==> config.mk <==
export PLATFORM = sky130hd
export DESIGN_NAME = mipmap_level_offset_layout_core_flat
export DESIGN_NICKNAME = d
export VERILOG_FILES = /design/src/rtl/mlol_pkg.sv /design/src/rtl/mlol_ifs.sv /design/src/rtl/mipmap_level_offset_layout_core.sv /design/src/flat_wrapper.sv
export VERILOG_INCLUDE_DIRS = /design/src /design/src/rtl
export SDC_FILE = /design/constraint.sdc
export NUM_CORES = 2
export LEC_CHECK = 0
export CAP_MARGIN = 20
export CORE_UTILIZATION = 45
export DETAILED_ROUTE_END_ITERATION = 8
export DONT_BUFFER_PORTS = 1
export GPL_ROUTABILITY_DRIVEN = 0
export PLACE_DENSITY = 0.65
export SLEW_MARGIN = 5
export SYNTH_ARGS = -nofsm -noshare
export SYNTH_HDL_FRONTEND = slang
export SYNTH_SLANG_ARGS = --single-unit
export TNS_END_PERCENT = 100
==> constraint.sdc <==
create_clock -name clk -period 13.2 [get_ports clk]
set_input_delay 0.66 -clock clk [delete_from_list [all_inputs] [get_ports clk]]
set_output_delay 0.66 -clock clk [all_outputs]
set_load 0.02 [all_outputs]
==> src/rtl/assert_macros.svh <==
// Shared assertion helpers. Each macro expects clk and rst in scope.
`ifndef ASSERT_MACROS_SVH
`define ASSERT_MACROS_SVH

// Checks a property on every rising edge outside reset.
`define MLOL_ASSERT(label, prop, msg) \
  label: assert property (@(posedge clk) disable iff (rst) (prop)) else $error(msg);

// Checks that a consequent holds in the same cycle as its antecedent.
`define MLOL_ASSERT_IMPL(label, ante, cons, msg) \
  label: assert property (@(posedge clk) disable iff (rst) (ante) |-> (cons)) else $error(msg);

`endif

==> src/rtl/mlol_pkg.sv <==
package mlol_pkg;

  localparam int KIND_W  = 2;
  localparam int FACE_W  = 3;
  localparam int DIM_W   = 12;
  localparam int TB_W    = 3;
  localparam int LVL_W   = 4;
  localparam int OFF_W   = 28;
  localparam int PITCH_W = 15;
  localparam int SLICE_W = 28;
  localparam int TOTAL_W = 48;

  localparam int MAX_LEVELS        = 12;
  localparam int MIN_VOLUME_LEVELS = 9;
  localparam int DIM_MAX           = 2048;
  localparam int TB_MAX            = 4;
  localparam int FACES             = 6;

  localparam int LEN_W  = $clog2(DIM_W + 1);
  localparam int ROWS_W = 14;
  localparam int XY_W   = 14;
  localparam int OFFP_W = 30;
  localparam int PROD_W = 29;

  typedef enum logic [KIND_W-1:0] {
    KIND_PLAIN  = 2'd0,
    KIND_CUBE   = 2'd1,
    KIND_VOLUME = 2'd2
  } kind_t;

  // Cube face layout: row position of level zero and row step per level, in
  // units of the current level size. Faces that start in the right column
  // move left by one level size per level.
  localparam logic [1:0] FACE_Y_BASE [FACES] = '{2'd0, 2'd2, 2'd0, 2'd2, 2'd1, 2'd3};
  localparam logic [1:0] FACE_Y_STEP [FACES] = '{2'd2, 2'd2, 2'd2, 2'd2, 2'd1, 2'd1};
  localparam logic       FACE_X_MOVE [FACES] = '{1'b0, 1'b0, 1'b1, 1'b1, 1'b1, 1'b1};

  typedef struct packed {
    kind_t              kind;
    logic [FACE_W-1:0]  face;
    logic [DIM_W-1:0]   width;
    logic [TB_W-1:0]    texel_bytes;
    logic [DIM_W-1:0]   depth;
    logic [PITCH_W-1:0] pitch;
    logic [LVL_W-1:0]   level;
    logic               last;
  } lvl_ctl_t;

  function automatic logic [LEN_W-1:0] bit_len(input logic [DIM_W-1:0] v);
    logic [LEN_W-1:0] n;
    n = '0;
    for (int k = 0; k < DIM_W; k++) begin
      if (v[k]) n = LEN_W'(k + 1);
    end
    return n;
  endfunction

  function automatic logic [LEN_W-1:0] pop_count(input logic [DIM_W-1:0] v);
    logic [LEN_W-1:0] n;
    n = '0;
    for (int k = 0; k < DIM_W; k++) begin
      n = n + LEN_W'(v[k]);
    end
    return n;
  endfunction

  function automatic logic [DIM_W-1:0] clamp_dim(input logic [DIM_W-1:0] v);
    logic [DIM_W-1:0] r;
    if (v == '0) begin
      r = DIM_W'(1);
    end else if (v > DIM_W'(DIM_MAX)) begin
      r = DIM_W'(DIM_MAX);
    end else begin
      r = v;
    end
    return r;
  endfunction

endpackage

==> src/rtl/mlol_ifs.sv <==
interface mlol_desc_if;
  logic                         valid;
  logic                         ready;
  logic [mlol_pkg::KIND_W-1:0]  target_kind;
  logic [mlol_pkg::FACE_W-1:0]  face;
  logic [mlol_pkg::DIM_W-1:0]   base_width;
  logic [mlol_pkg::DIM_W-1:0]   base_height;
  logic [mlol_pkg::DIM_W-1:0]   base_depth;
  logic [mlol_pkg::TB_W-1:0]    texel_bytes;
  logic [mlol_pkg::LVL_W-1:0]   level_count;
  logic                         compressed;

  modport source (
    output valid, target_kind, face, base_width, base_height, base_depth,
           texel_bytes, level_count, compressed,
    input  ready
  );
  modport sink (
    input  valid, target_kind, face, base_width, base_height, base_depth,
           texel_bytes, level_count, compressed,
    output ready
  );
endinterface

interface mlol_level_if;
  logic                          valid;
  logic                          ready;
  logic [mlol_pkg::LVL_W-1:0]    level;
  logic [mlol_pkg::OFF_W-1:0]    level_offset;
  logic [mlol_pkg::PITCH_W-1:0]  pitch_bytes;
  logic [mlol_pkg::SLICE_W-1:0]  slice_size;
  logic [mlol_pkg::TOTAL_W-1:0]  total_size;
  logic                          last;

  modport source (
    output valid, level, level_offset, pitch_bytes, slice_size, total_size, last,
    input  ready
  );
  modport sink (
    input  valid, level, level_offset, pitch_bytes, slice_size, total_size, last,
    output ready
  );
endinterface

==> src/rtl/mipmap_level_offset_layout_core.sv <==
// Flow: a request is registered in the level sequencer; its levels pass through stages s1 to s5.
// Throughput: one level result per cycle; a request occupies the level sequencer for
// its level_count levels (1 to 12), and the next request is taken in the cycle its last
// level enters the five-stage pipeline, which stalls as a whole on output backpressure.
// Reset: synchronous active-high rst clears the sequencer and all stage valid bits.
`include "assert_macros.svh"

module mipmap_level_offset_layout_core (
  input  logic         clk,
  input  logic         rst,
  mlol_desc_if.sink    desc,
  mlol_level_if.source levels
);

  logic adv;

  // Level sequencer holding the clamped request.
  logic                          busy;
  logic [mlol_pkg::LVL_W-1:0]    seq_i;
  mlol_pkg::kind_t               seq_kind;
  logic [mlol_pkg::FACE_W-1:0]   seq_face;
  logic [mlol_pkg::DIM_W-1:0]    seq_w;
  logic [mlol_pkg::DIM_W-1:0]    seq_h;
  logic [mlol_pkg::DIM_W-1:0]    seq_d;
  logic [mlol_pkg::TB_W-1:0]     seq_tb;
  logic [mlol_pkg::LVL_W-1:0]    seq_n;
  logic                          seq_comp;
  logic                          seq_last;

  mlol_pkg::kind_t               kind_in;
  logic [mlol_pkg::FACE_W-1:0]   face_in;
  logic [mlol_pkg::TB_W-1:0]     tb_in;
  logic [mlol_pkg::LVL_W-1:0]    n_in;
  logic                          accept;

  // Stage 1 signals.
  logic [mlol_pkg::PITCH_W-1:0]  wt;
  logic [mlol_pkg::PITCH_W:0]    praw;
  logic [mlol_pkg::PITCH_W:0]    psum;
  logic                          plain_comp;
  logic [mlol_pkg::DIM_W-1:0]    g;
  logic [mlol_pkg::LEN_W-1:0]    bl;
  logic [mlol_pkg::LEN_W-1:0]    lim;
  logic [mlol_pkg::LVL_W-1:0]    nres;
  logic [mlol_pkg::LVL_W-1:0]    m_off;
  logic [mlol_pkg::LVL_W-1:0]    m_tot;
  logic [mlol_pkg::LVL_W-1:0]    mc;

  logic                          v1;
  mlol_pkg::lvl_ctl_t            s1_ctl;
  logic [mlol_pkg::DIM_W-1:0]    s1_g;
  logic [mlol_pkg::DIM_W-1:0]    s1_gs_off;
  logic [mlol_pkg::DIM_W-1:0]    s1_gs_tot;
  logic                          s1_c_two;
  logic [mlol_pkg::LVL_W-1:0]    s1_i_off;
  logic [mlol_pkg::LVL_W-1:0]    s1_n_tot;
  logic [mlol_pkg::DIM_W-1:0]    s1_wsh;

  // Stage 2 signals.
  logic [mlol_pkg::ROWS_W:0]     f_off;
  logic [mlol_pkg::ROWS_W:0]     f_tot;
  logic [mlol_pkg::ROWS_W-1:0]   s_sum;

  logic                          v2;
  mlol_pkg::lvl_ctl_t            s2_ctl;
  logic [mlol_pkg::ROWS_W-1:0]   s2_f_off;
  logic [mlol_pkg::ROWS_W-1:0]   s2_f_tot;
  logic [mlol_pkg::DIM_W-1:0]    s2_s;

  // Stage 3 signals.
  logic                          v3;
  mlol_pkg::lvl_ctl_t            s3_ctl;
  logic [mlol_pkg::ROWS_W-1:0]   s3_f_off;
  logic [mlol_pkg::ROWS_W-1:0]   s3_f_tot;
  logic [mlol_pkg::DIM_W-1:0]    s3_x;
  logic [mlol_pkg::XY_W-1:0]     s3_y;

  // Stage 4 signals.
  logic                          v4;
  mlol_pkg::lvl_ctl_t            s4_ctl;
  logic [mlol_pkg::OFFP_W-1:0]   s4_off;
  logic [mlol_pkg::PROD_W-1:0]   s4_prod;

  // Output stage.
  logic                          v5;
  mlol_pkg::kind_t               s5_kind;
  logic [mlol_pkg::LVL_W-1:0]    s5_level;
  logic [mlol_pkg::OFF_W-1:0]    s5_off;
  logic [mlol_pkg::PITCH_W-1:0]  s5_pitch;
  logic [mlol_pkg::SLICE_W-1:0]  s5_slice;
  logic [mlol_pkg::TOTAL_W-1:0]  s5_total;
  logic                          s5_last;

  assign adv      = !v5 || levels.ready;
  assign seq_last = (seq_i == seq_n - mlol_pkg::LVL_W'(1));
  assign desc.ready = !busy || (adv && seq_last);
  assign accept   = desc.valid && desc.ready;

  always_comb begin
    unique case (desc.target_kind)
      mlol_pkg::KIND_CUBE:   kind_in = mlol_pkg::KIND_CUBE;
      mlol_pkg::KIND_VOLUME: kind_in = mlol_pkg::KIND_VOLUME;
      default:               kind_in = mlol_pkg::KIND_PLAIN;
    endcase
    face_in = (desc.face > mlol_pkg::FACE_W'(mlol_pkg::FACES - 1)) ? '0 : desc.face;
    if (desc.texel_bytes == '0) begin
      tb_in = mlol_pkg::TB_W'(1);
    end else if (desc.texel_bytes > mlol_pkg::TB_W'(mlol_pkg::TB_MAX)) begin
      tb_in = mlol_pkg::TB_W'(mlol_pkg::TB_MAX);
    end else begin
      tb_in = desc.texel_bytes;
    end
    if (desc.level_count == '0) begin
      n_in = mlol_pkg::LVL_W'(1);
    end else if (desc.level_count > mlol_pkg::LVL_W'(mlol_pkg::MAX_LEVELS)) begin
      n_in = mlol_pkg::LVL_W'(mlol_pkg::MAX_LEVELS);
    end else begin
      n_in = desc.level_count;
    end
  end

  always_ff @(posedge clk) begin
    if (rst) begin
      busy  <= 1'b0;
      seq_i <= '0;
    end else if (accept) begin
      busy  <= 1'b1;
      seq_i <= '0;
    end else if (busy && adv) begin
      busy  <= !seq_last;
      seq_i <= seq_i + mlol_pkg::LVL_W'(1);
    end
  end

  always_ff @(posedge clk) begin
    if (accept) begin
      seq_kind <= kind_in;
      seq_face <= face_in;
      seq_w    <= mlol_pkg::clamp_dim(desc.base_width);
      seq_h    <= mlol_pkg::clamp_dim(desc.base_height);
      seq_d    <= mlol_pkg::clamp_dim(desc.base_depth);
      seq_tb   <= tb_in;
      seq_n    <= n_in;
      seq_comp <= desc.compressed;
    end
  end

  // Row sums use sum(g >> k, k < m) = 2g - 2(g >> m) - pop(g) + pop(g >> m);
  // levels past the point where g >> k drops below the row minimum add the minimum.
  always_comb begin
    wt   = mlol_pkg::PITCH_W'(seq_w) * mlol_pkg::PITCH_W'(seq_tb);
    praw = (seq_kind == mlol_pkg::KIND_CUBE) ? {wt, 1'b0} : {1'b0, wt};
    psum = praw + (mlol_pkg::PITCH_W + 1)'(3);
    plain_comp = (seq_kind == mlol_pkg::KIND_PLAIN) && seq_comp;
    g    = plain_comp ? (seq_h >> 2) : seq_h;
    bl   = mlol_pkg::bit_len(g);
    if (plain_comp) begin
      lim = bl;
    end else begin
      lim = (bl == '0) ? '0 : bl - mlol_pkg::LEN_W'(1);
    end
    if ((seq_kind == mlol_pkg::KIND_VOLUME) &&
        (seq_n < mlol_pkg::LVL_W'(mlol_pkg::MIN_VOLUME_LEVELS))) begin
      nres = mlol_pkg::LVL_W'(mlol_pkg::MIN_VOLUME_LEVELS);
    end else begin
      nres = seq_n;
    end
    m_off = (mlol_pkg::LEN_W'(seq_i) < lim) ? seq_i : mlol_pkg::LVL_W'(lim);
    m_tot = (mlol_pkg::LEN_W'(nres) < lim) ? nres : mlol_pkg::LVL_W'(lim);
    mc    = seq_i + mlol_pkg::LVL_W'(1);
  end

  always_ff @(posedge clk) begin
    if (adv) begin
      s1_ctl.kind        <= seq_kind;
      s1_ctl.face        <= seq_face;
      s1_ctl.width       <= seq_w;
      s1_ctl.texel_bytes <= seq_tb;
      s1_ctl.depth       <= seq_d;
      s1_ctl.pitch       <= {psum[mlol_pkg::PITCH_W-1:2], 2'b00};
      s1_ctl.level       <= seq_i;
      s1_ctl.last        <= seq_last;
      s1_g      <= g;
      s1_gs_off <= g >> m_off;
      s1_gs_tot <= g >> m_tot;
      s1_c_two  <= !plain_comp;
      s1_i_off  <= seq_i - m_off;
      s1_n_tot  <= nres - m_tot;
      s1_wsh    <= seq_w >> mc;
    end
  end

  always_comb begin
    f_off = (mlol_pkg::ROWS_W + 1)'({s1_g, 1'b0})
          + (mlol_pkg::ROWS_W + 1)'(mlol_pkg::pop_count(s1_gs_off))
          + (mlol_pkg::ROWS_W + 1)'(s1_c_two ? {s1_i_off, 1'b0} : {1'b0, s1_i_off})
          - (mlol_pkg::ROWS_W + 1)'({s1_gs_off, 1'b0})
          - (mlol_pkg::ROWS_W + 1)'(mlol_pkg::pop_count(s1_g));
    f_tot = (mlol_pkg::ROWS_W + 1)'({s1_g, 1'b0})
          + (mlol_pkg::ROWS_W + 1)'(mlol_pkg::pop_count(s1_gs_tot))
          + (mlol_pkg::ROWS_W + 1)'(s1_c_two ? {s1_n_tot, 1'b0} : {1'b0, s1_n_tot})
          - (mlol_pkg::ROWS_W + 1)'({s1_gs_tot, 1'b0})
          - (mlol_pkg::ROWS_W + 1)'(mlol_pkg::pop_count(s1_g));
    s_sum = mlol_pkg::ROWS_W'(s1_ctl.width)
          + mlol_pkg::ROWS_W'(mlol_pkg::pop_count(s1_wsh))
          - mlol_pkg::ROWS_W'({s1_wsh, 1'b0})
          - mlol_pkg::ROWS_W'(mlol_pkg::pop_count(s1_ctl.width));
  end

  always_ff @(posedge clk) begin
    if (adv) begin
      s2_ctl   <= s1_ctl;
      s2_f_off <= f_off[mlol_pkg::ROWS_W-1:0];
      s2_f_tot <= f_tot[mlol_pkg::ROWS_W-1:0];
      s2_s     <= s_sum[mlol_pkg::DIM_W-1:0];
    end
  end

  always_ff @(posedge clk) begin
    if (adv) begin
      s3_ctl   <= s2_ctl;
      s3_f_off <= s2_f_off;
      s3_f_tot <= s2_f_tot;
      s3_x     <= mlol_pkg::FACE_X_MOVE[s2_ctl.face] ? (s2_ctl.width - s2_s) : '0;
      s3_y     <= mlol_pkg::XY_W'(mlol_pkg::FACE_Y_BASE[s2_ctl.face])
                * mlol_pkg::XY_W'(s2_ctl.width)
                + mlol_pkg::XY_W'(mlol_pkg::FACE_Y_STEP[s2_ctl.face])
                * mlol_pkg::XY_W'(s2_s);
    end
  end

  always_ff @(posedge clk) begin
    if (adv) begin
      s4_ctl <= s3_ctl;
      if (s3_ctl.kind == mlol_pkg::KIND_CUBE) begin
        s4_off  <= mlol_pkg::OFFP_W'(s3_y) * mlol_pkg::OFFP_W'(s3_ctl.pitch)
                 + mlol_pkg::OFFP_W'(s3_x) * mlol_pkg::OFFP_W'(s3_ctl.texel_bytes);
        s4_prod <= mlol_pkg::PROD_W'(s3_ctl.width) * mlol_pkg::PROD_W'(s3_ctl.pitch);
      end else begin
        s4_off  <= mlol_pkg::OFFP_W'(s3_f_off) * mlol_pkg::OFFP_W'(s3_ctl.pitch);
        s4_prod <= mlol_pkg::PROD_W'(s3_f_tot) * mlol_pkg::PROD_W'(s3_ctl.pitch);
      end
    end
  end

  always_ff @(posedge clk) begin
    if (adv) begin
      s5_kind  <= s4_ctl.kind;
      s5_level <= s4_ctl.level;
      s5_off   <= s4_off[mlol_pkg::OFF_W-1:0];
      s5_pitch <= s4_ctl.pitch;
      s5_last  <= s4_ctl.last;
      if (s4_ctl.kind == mlol_pkg::KIND_VOLUME) begin
        s5_slice <= s4_prod[mlol_pkg::SLICE_W-1:0];
        s5_total <= mlol_pkg::TOTAL_W'(s4_prod) * mlol_pkg::TOTAL_W'(s4_ctl.depth);
      end else if (s4_ctl.kind == mlol_pkg::KIND_CUBE) begin
        s5_slice <= '0;
        s5_total <= mlol_pkg::TOTAL_W'({s4_prod, 2'b00});
      end else begin
        s5_slice <= '0;
        s5_total <= mlol_pkg::TOTAL_W'(s4_prod);
      end
    end
  end

  always_ff @(posedge clk) begin
    if (rst) begin
      v1 <= 1'b0;
      v2 <= 1'b0;
      v3 <= 1'b0;
      v4 <= 1'b0;
      v5 <= 1'b0;
    end else if (adv) begin
      v1 <= busy;
      v2 <= v1;
      v3 <= v2;
      v4 <= v3;
      v5 <= v4;
    end
  end

  assign levels.valid        = v5;
  assign levels.level        = s5_level;
  assign levels.level_offset = s5_off;
  assign levels.pitch_bytes  = s5_pitch;
  assign levels.slice_size   = s5_slice;
  assign levels.total_size   = s5_total;
  assign levels.last         = s5_last;

  `MLOL_ASSERT_IMPL(a_level_follows, v5 && !s5_last, v4 && (s4_ctl.level == s5_level + 1'b1), "level sequence broken in pipeline")
  `MLOL_ASSERT_IMPL(a_seq_in_range, busy, seq_i < seq_n, "sequencer level past level count")
  `MLOL_ASSERT(a_pitch_aligned, !levels.valid || (levels.pitch_bytes[1:0] == 2'b00), "pitch not a multiple of four")
  `MLOL_ASSERT_IMPL(a_slice_zero, v5 && (s5_kind != mlol_pkg::KIND_VOLUME), levels.slice_size == '0, "slice size set on non-volume kind")

endmodule

==> src/flat_wrapper.sv <==
// flat-port wrapper written by rule: the top's interface ports become plain ports
module mipmap_level_offset_layout_core_flat 
  (clk, rst, desc_valid, desc_target_kind, desc_face, desc_base_width, desc_base_height, desc_base_depth, desc_texel_bytes, desc_level_count, desc_compressed, desc_ready, levels_valid, levels_level, levels_level_offset, levels_pitch_bytes, levels_slice_size, levels_total_size, levels_last, levels_ready);
  mlol_desc_if desc_i ();
  mlol_level_if levels_i ();
  input  logic clk;
  input  logic rst;
  input wire logic [$bits(desc_i.valid)-1:0] desc_valid;
  input wire logic [$bits(desc_i.target_kind)-1:0] desc_target_kind;
  input wire logic [$bits(desc_i.face)-1:0] desc_face;
  input wire logic [$bits(desc_i.base_width)-1:0] desc_base_width;
  input wire logic [$bits(desc_i.base_height)-1:0] desc_base_height;
  input wire logic [$bits(desc_i.base_depth)-1:0] desc_base_depth;
  input wire logic [$bits(desc_i.texel_bytes)-1:0] desc_texel_bytes;
  input wire logic [$bits(desc_i.level_count)-1:0] desc_level_count;
  input wire logic [$bits(desc_i.compressed)-1:0] desc_compressed;
  output wire logic [$bits(desc_i.ready)-1:0] desc_ready;
  output wire logic [$bits(levels_i.valid)-1:0] levels_valid;
  output wire logic [$bits(levels_i.level)-1:0] levels_level;
  output wire logic [$bits(levels_i.level_offset)-1:0] levels_level_offset;
  output wire logic [$bits(levels_i.pitch_bytes)-1:0] levels_pitch_bytes;
  output wire logic [$bits(levels_i.slice_size)-1:0] levels_slice_size;
  output wire logic [$bits(levels_i.total_size)-1:0] levels_total_size;
  output wire logic [$bits(levels_i.last)-1:0] levels_last;
  input wire logic [$bits(levels_i.ready)-1:0] levels_ready;
  assign desc_i.valid = desc_valid;
  assign desc_i.target_kind = desc_target_kind;
  assign desc_i.face = desc_face;
  assign desc_i.base_width = desc_base_width;
  assign desc_i.base_height = desc_base_height;
  assign desc_i.base_depth = desc_base_depth;
  assign desc_i.texel_bytes = desc_texel_bytes;
  assign desc_i.level_count = desc_level_count;
  assign desc_i.compressed = desc_compressed;
  assign desc_ready = desc_i.ready;
  assign levels_valid = levels_i.valid;
  assign levels_level = levels_i.level;
  assign levels_level_offset = levels_i.level_offset;
  assign levels_pitch_bytes = levels_i.pitch_bytes;
  assign levels_slice_size = levels_i.slice_size;
  assign levels_total_size = levels_i.total_size;
  assign levels_last = levels_i.last;
  assign levels_i.ready = levels_ready;
  mipmap_level_offset_layout_core u_core (.clk(clk), .rst(rst), .desc(desc_i), .levels(levels_i));
endmodule
; After elaboration in Yosys (flattened, before gate mapping)
; Memory sizes are Yosys's and may differ from the RTL's.
; Cells that the tools add are included.
; W data, S select, Z words.
[op_classes]
add_sub_neg = 75
n_mul = 9
n_lt_le_gt_ge = 10
n_eq_ne = 8
shifts = 3
n_mux = 39
bitwise = 1
reduce_logical = 25
[ops]
columns = operator, n
row1 = $add A4 B1 Y4, 50
row2 = $mul A14 B13 Y26, 2
row3 = $mux W12, 4
row4 = $mux W4, 11
row5 = $add A14 B14 Y14, 3
row6 = $mul A29 B12 Y41, 1
row7 = $mux W41, 1
row8 = $gt A12 B12 Y1 const B, 3
row9 = $logic_not A12 Y1, 3
row10 = $shr A12 B4 Y12, 3
row11 = $mux W31, 1
row12 = $mul A12 B3 Y15, 2
row13 = $add A13 B4 Y14, 2
row14 = $add A28 B15 Y28, 1
row15 = $mul A2 B12 Y14, 2
row16 = $mux W28, 1
row17 = $sub A14 B13 Y14, 2
row18 = $sub A14 B4 Y14, 2
row19 = $mul A14 B13 Y27, 1
row20 = $mux W27, 1
row21 = $mul A12 B13 Y25, 1
row22 = $sub A12 B12 Y12, 2
row23 = $add A15 B2 Y15 const B, 1
row24 = $mux W15, 1
row25 = other kinds (28), 69
[word_totals]
register_bits = 568
mem_bits_ro = 40
input_bits = 53
output_inout_bits = 126
word_cells = 246
mem_count = 3
[memory_table]
columns = name, depth, width, read_ports, rd_clocked_by_memory_dff, wr, line
row1 = (no name shown), 8, 2, 1, 0, 0, mipmap_level_offset_layout_core.sv:225  ; s3_y <= mlol_pkg::XY_W'(mlol_pkg::FACE_Y_BASE[s2_ctl.face])
row2 = (no name shown), 8, 2, 1, 0, 0, mipmap_level_offset_layout_core.sv:227  ; + mlol_pkg::XY_W'(mlol_pkg::FACE_Y_STEP[s2_ctl.face])
row3 = (no name shown), 8, 1, 1, 0, 0, mipmap_level_offset_layout_core.sv:224  ; s3_x <= mlol_pkg::FACE_X_MOVE[s2_ctl.face] ? (s2_ctl.width - s2_s) : '0;

; Depth between registers and ports, before layout
[logic_depth]
depth_word = 21
ltp_mapped = 29
mapped_depth_nobuf = 29

; Least setup slack after synthesis
; Ideal clock, no wire load.
[synth_timing]
path_type = input-to-reg
start = in levels_ready
end = reg u_core.seq_i[1] (netlist bit)
setup_time_ns = 0.087
arrival_ns = 13.963
required_time_ns = 13.113
slack_ns = -0.850
cell_stages = 7
n_path_buf = 0
path_cell_list = nor2b_1 clkinv_1 nand2_1 nand2_1 and2_1 or2_2 a21oi_1
[synth_via]
elab_chain_cells = 5
elab_cells_between_ends = 6
classes_between = reduce/logical: 6
[synth_lines]
columns = element, line
row1 = "start, declared", flat_wrapper.sv:25  ; input wire logic [$bits(levels_i.ready)-1:0] levels_ready;
row2 = $logic_or A1 B1 Y1, mipmap_level_offset_layout_core.sv:94  ; assign adv = !v5 || levels.ready;
row3 = net u_core.adv, mipmap_level_offset_layout_core.sv:15  ; logic adv;
row4 = $logic_and A1 B1 Y1, mipmap_level_offset_layout_core.sv:96  ; assign desc.ready = !busy || (adv && seq_last);
row5 = $logic_or A1 B1 Y1, mipmap_level_offset_layout_core.sv:96
row6 = net desc_ready, flat_wrapper.sv:17  ; output wire logic [$bits(desc_i.ready)-1:0] desc_ready;
row7 = $logic_and A1 B1 Y1, mipmap_level_offset_layout_core.sv:97  ; assign accept = desc.valid && desc.ready;
row8 = net u_core.accept, mipmap_level_offset_layout_core.sv:34  ; logic accept;
row9 = $reduce_or A2 Y1 (no line), --
row10 = "end signal, assigned", mipmap_level_offset_layout_core.sv:131  ; seq_i <= seq_i + mlol_pkg::LVL_W'(1);
row11 = "end, declared", mipmap_level_offset_layout_core.sv:19  ; logic [mlol_pkg::LVL_W-1:0] seq_i;
; The timed path passes the listed nets, and every way through them passes these cells.
; A chain may end at the register's enable or synchronous reset.

; Worst setup path in the final report
[layout_timing]
start = reg u_core.s3_ctl[13] (netlist bit)
end = reg u_core.s4_off[26] (netlist bit), data pin
[layout_via]
elab_chain_cells = 3
elab_cells_between_ends = 4
classes_between = add/sub: 1 / mul: 2 / mux: 1
[layout_lines]
columns = element, line
row1 = "start, declared", mipmap_level_offset_layout_core.sv:72  ; mlol_pkg::lvl_ctl_t s3_ctl;
row2 = "start signal, assigned", mipmap_level_offset_layout_core.sv:221  ; s3_ctl <= s2_ctl;
row3 = $mul A14 B13 Y26, mipmap_level_offset_layout_core.sv:236  ; s4_off <= mlol_pkg::OFFP_W'(s3_y) * mlol_pkg::OFFP_W'(s3_ctl.pitch)
row4 = $add A28 B15 Y28, mipmap_level_offset_layout_core.sv:237  ; + mlol_pkg::OFFP_W'(s3_x) * mlol_pkg::OFFP_W'(s3_ctl.texel_bytes);
row5 = $mux W28 (*), mipmap_level_offset_layout_core.sv:235  ; if (s3_ctl.kind == mlol_pkg::KIND_CUBE) begin
row6 = "end signal, assigned", mipmap_level_offset_layout_core.sv:236
row7 = "end signal, assigned", mipmap_level_offset_layout_core.sv:240  ; s4_off <= mlol_pkg::OFFP_W'(s3_f_off) * mlol_pkg::OFFP_W'(s3_ctl.pitch);
row8 = "end, declared", mipmap_level_offset_layout_core.sv:81  ; logic [mlol_pkg::OFFP_W-1:0] s4_off;
; Every way passes the cells marked *; elsewhere a longest branch is shown, timed or not.

==> flow_summary.yaml <==
status:
  status: "complete, no violations"
floorplanning:
  die-area_um2: 139000
  ioPinCount: 179
  rows: 135
  die_y_um: 373
  start_util_pct: 45.5
  coreArea_um2: 136000
  dieWidth_um: 373
logic_synthesis:
  netlist_top_cells_count: "1134 x inv_1, 933 x nand2_1, 867 x fa_1, 564 x ha_1, 545 x edfxtp_1"
  synth_edf_count: 545
  synthTopCellsByArea: "fa_1 28%, edfxtp_1 26%, ha_1 11%"
  yosysMostFrequentCell: "inv_1"
  async_flop_share_pct: 0
  ys.flop_type: "edfxtp_1"
  yosys.area.top_type: "fa_1"
  synth_seq_area_share_pct: 26.7
  synthesis.instances: 6230
  yosys_warnings: 0
  synth.top_cell.area_share_pct: 28.0
  syn_area_um2: 62000
  synth_seq_cells: 555
  ys_types: 95
  avgSynthCellArea_um2: 9.95
cells_and_area:
  antenna_cells: 0
  fin_nets: 7551
  final_layout_size_suffix_gt1_share_pct: 3.38
  stdcell_count: 7901
  syn_to_final_growth_pct: 6.26
place:
  dp_slack_ns: 5.72
  io_buffers: 0
  dp_cells: 7776
  dpl.hpwl_mm: 107
timing:
  tightest_slew_ns: 1.10
  hold_viol: 0
  slew_violations: 0
  finalCriticalPeriod_ns: 7.59
  fin_setup_tns_ns: 0
  max_slew_margin_pct: 26.0
  skew_ns: 0.0561
  rsz0062_at_grt: "no"
  setup_viol: 0
  timing.final.crit_share_pct: 57.5
  worst_slack_ns: 5.61
  fmax_mhz: 132
critical_path:
  startpoint_type: "register"
  slowest_delay_ns: 0.84
  reg2reg_to: "u_core.s4_off[26]"
  crit_top_cell: "fa_1"
  cp_max_fo: 36
  startpoint: "u_core.s3_ctl[13]"
  crit-reg2reg-launch: "u_core.s3_ctl[13]"
  required_ns: 13.65
  reg2reg_slack_ns: 5.61
  worst-setup-path-type: "reg2reg"
  crit_arrival_ns: 8.03
  cp-end-kind: "register"
  crit_end: "u_core.s4_off[26]"
  cp_slowest_cell: "edfxtp_1"
  r2r_cells: 25
detailed_routing:
  vias_per_cell: 5.27
  routed_wirelength_mm: 141
  postRouteAntennaNets: 0
  drc: 0
  wl_per_cell_um: 17.9
  vias: 41614
  drtIter0Drc: 2561
  first_pass_iters: 6
clock_network:
  post_cts_resize_count: 0
  cts.sinks: 555
  clk_latency_ns: 0.70
  ctsRootBufferMaster: "clkbuf_16"
  cts_buffers: 68
  cts_buffer_depth: 3
  htree_levels: 3
  clk_pin_slew_worst_paths_ns: 0.06
  cts_tree: "built"
grt:
  grt_pass1_wl_mm: 233
  grt_pass1_vias: 43988
  grtUsageTotal_pct: 20.8
  grt_max_degree: 153
  grt_overflow_total: 0
  grt_antenna_before_repair: 3
hold_path:
  min_path_type: "in2reg"
run:
  drv_cap: 0
-- metal layers --
layer | routed length (µm) | global-route usage, % | vias up
li1 | - | - | 19343
met1 | 63500 | 28.4 | 20839
met2 | 66000 | 34.4 | 1237
met3 | 8450 | 3.30 | 195
met4 | 3220 | 5.68 | 0
met5 | 0 | 0 | -
-- what timing repair did --
action / in CTS / in global routing
setup buffers: 0 / 0
endpoints found under the hold margin: 7 / 0
endpoints found under the setup margin: 0 / 0
hold buffers: 2 / 0
-- critical path, delay by kind of cell, from the launching register on --
family	cells	cell delay, ns
buffers and inverters	4	0.69
AND/OR/NAND/NOR	4	0.62
adder cells (fa/ha/maj)	8	3.27
XOR/XNOR	2	0.28
multiplexers	1	0.26
AO/OA/AOI/OAI	6	1.36
flip-flops	1	0.84
-- flip-flops by register name (all words and copies together) (netlist names), 26 cells and up --
register                    count
u_core.s3_ctl                  47
u_core.s4_prod                 27
u_core.s2_ctl                  50
u_core.levels.slice_size       26
u_core.levels.total_size       39
u_core.s1_ctl                  50
u_core.s4_ctl                  32
u_core.s4_off                  28
u_core.levels.level_offset     28
-- cells in the final DEF (no fill, tap or decap), types with 10 or more instances in the layout --
cell type / n
mux2_2: 12
o21bai_1: 17
or3_1: 21
and2_1: 421
o21a_1: 33
conb_1: 13
clkbuf_16: 69
xor2_1: 77
nand2_1: 933
and3_1: 21
nor2b_1: 71
dfxtp_1: 10
mux2i_1: 28
a31oi_1: 21
a21o_1: 65
o31ai_1: 11
o211ai_1: 13
nor2_1: 197
inv_1: 1134
a21oi_1: 211
o22ai_1: 28
nand2b_1: 43
o21ai_0: 151
edfxtp_1: 545
nor3_1: 69
nand3_1: 36
fa_1: 867
xnor2_1: 144
a21boi_0: 19
a211oi_1: 18
nor4_1: 13
ha_1: 564
buf_4: 40
-- final cells by class --
class                      instances  area (µm²)
inverter                        1141        4300
clock buffer                      75        1750
sequential                       555       16600
multi-input combinational       4259       40100
timing repair buffer              42         320
fill                           12524       70300
clock inverter                    48         649
tap                             1781        2230
-- cells by family (layout without fill, tap and decap cells) --
family	count (synthesis)	after routing	share of synthesized area (%)
and+or+nand+nor	1883	1883	14.4
xor gates and xnor gates	222	222	3.16
buffers and inverters	1428	1306	8.76
DFF	555	555	26.7
adders and majority gates	1431	1431	39.4
muxes	46	46	0.870
AOI/OAI and AO/OA	664	664	6.73
other	1	13	0.00605
-- worst min-delay path by stage --
| stage | start | depth (start not counted) | slack (ns) | endpoint |
|---|---|---|---|---|
| after floorplan | u_core.s4_ctl[0] | 0 | 0.40 | u_core.levels.last |
| after global placement | u_core.s1_ctl[3] | 0 | 0.40 | u_core.s2_ctl[3] |
| after detailed placement | u_core.s4_off[23] | 0 | 0.40 | u_core.levels.level_offset[23] |
| after CTS | desc_compressed | 0 | 0.0003 | u_core.seq_comp |
| after global routing | desc_compressed | 0 | 0.02 | u_core.seq_comp |
| final | desc_compressed | 0 | 0.06 | u_core.seq_comp |
-- stage by stage --
step / hold WS, ns / utilization, % / instance area, µm²
floorplan: 0.400 / - / 62000
global placement: 0.400 / 46.6 / 63500
detailed placement: 0.405 / 46.6 / 63500
CTS: 0.000263 / 48.4 / 65900
global route: 0.0189 / 48.4 / 65900
finish: 0.0591 / 48.4 / 65900
Power is not shown: default switching activity piles up to over one toggle a cycle in this logic, so the estimate is an artifact.
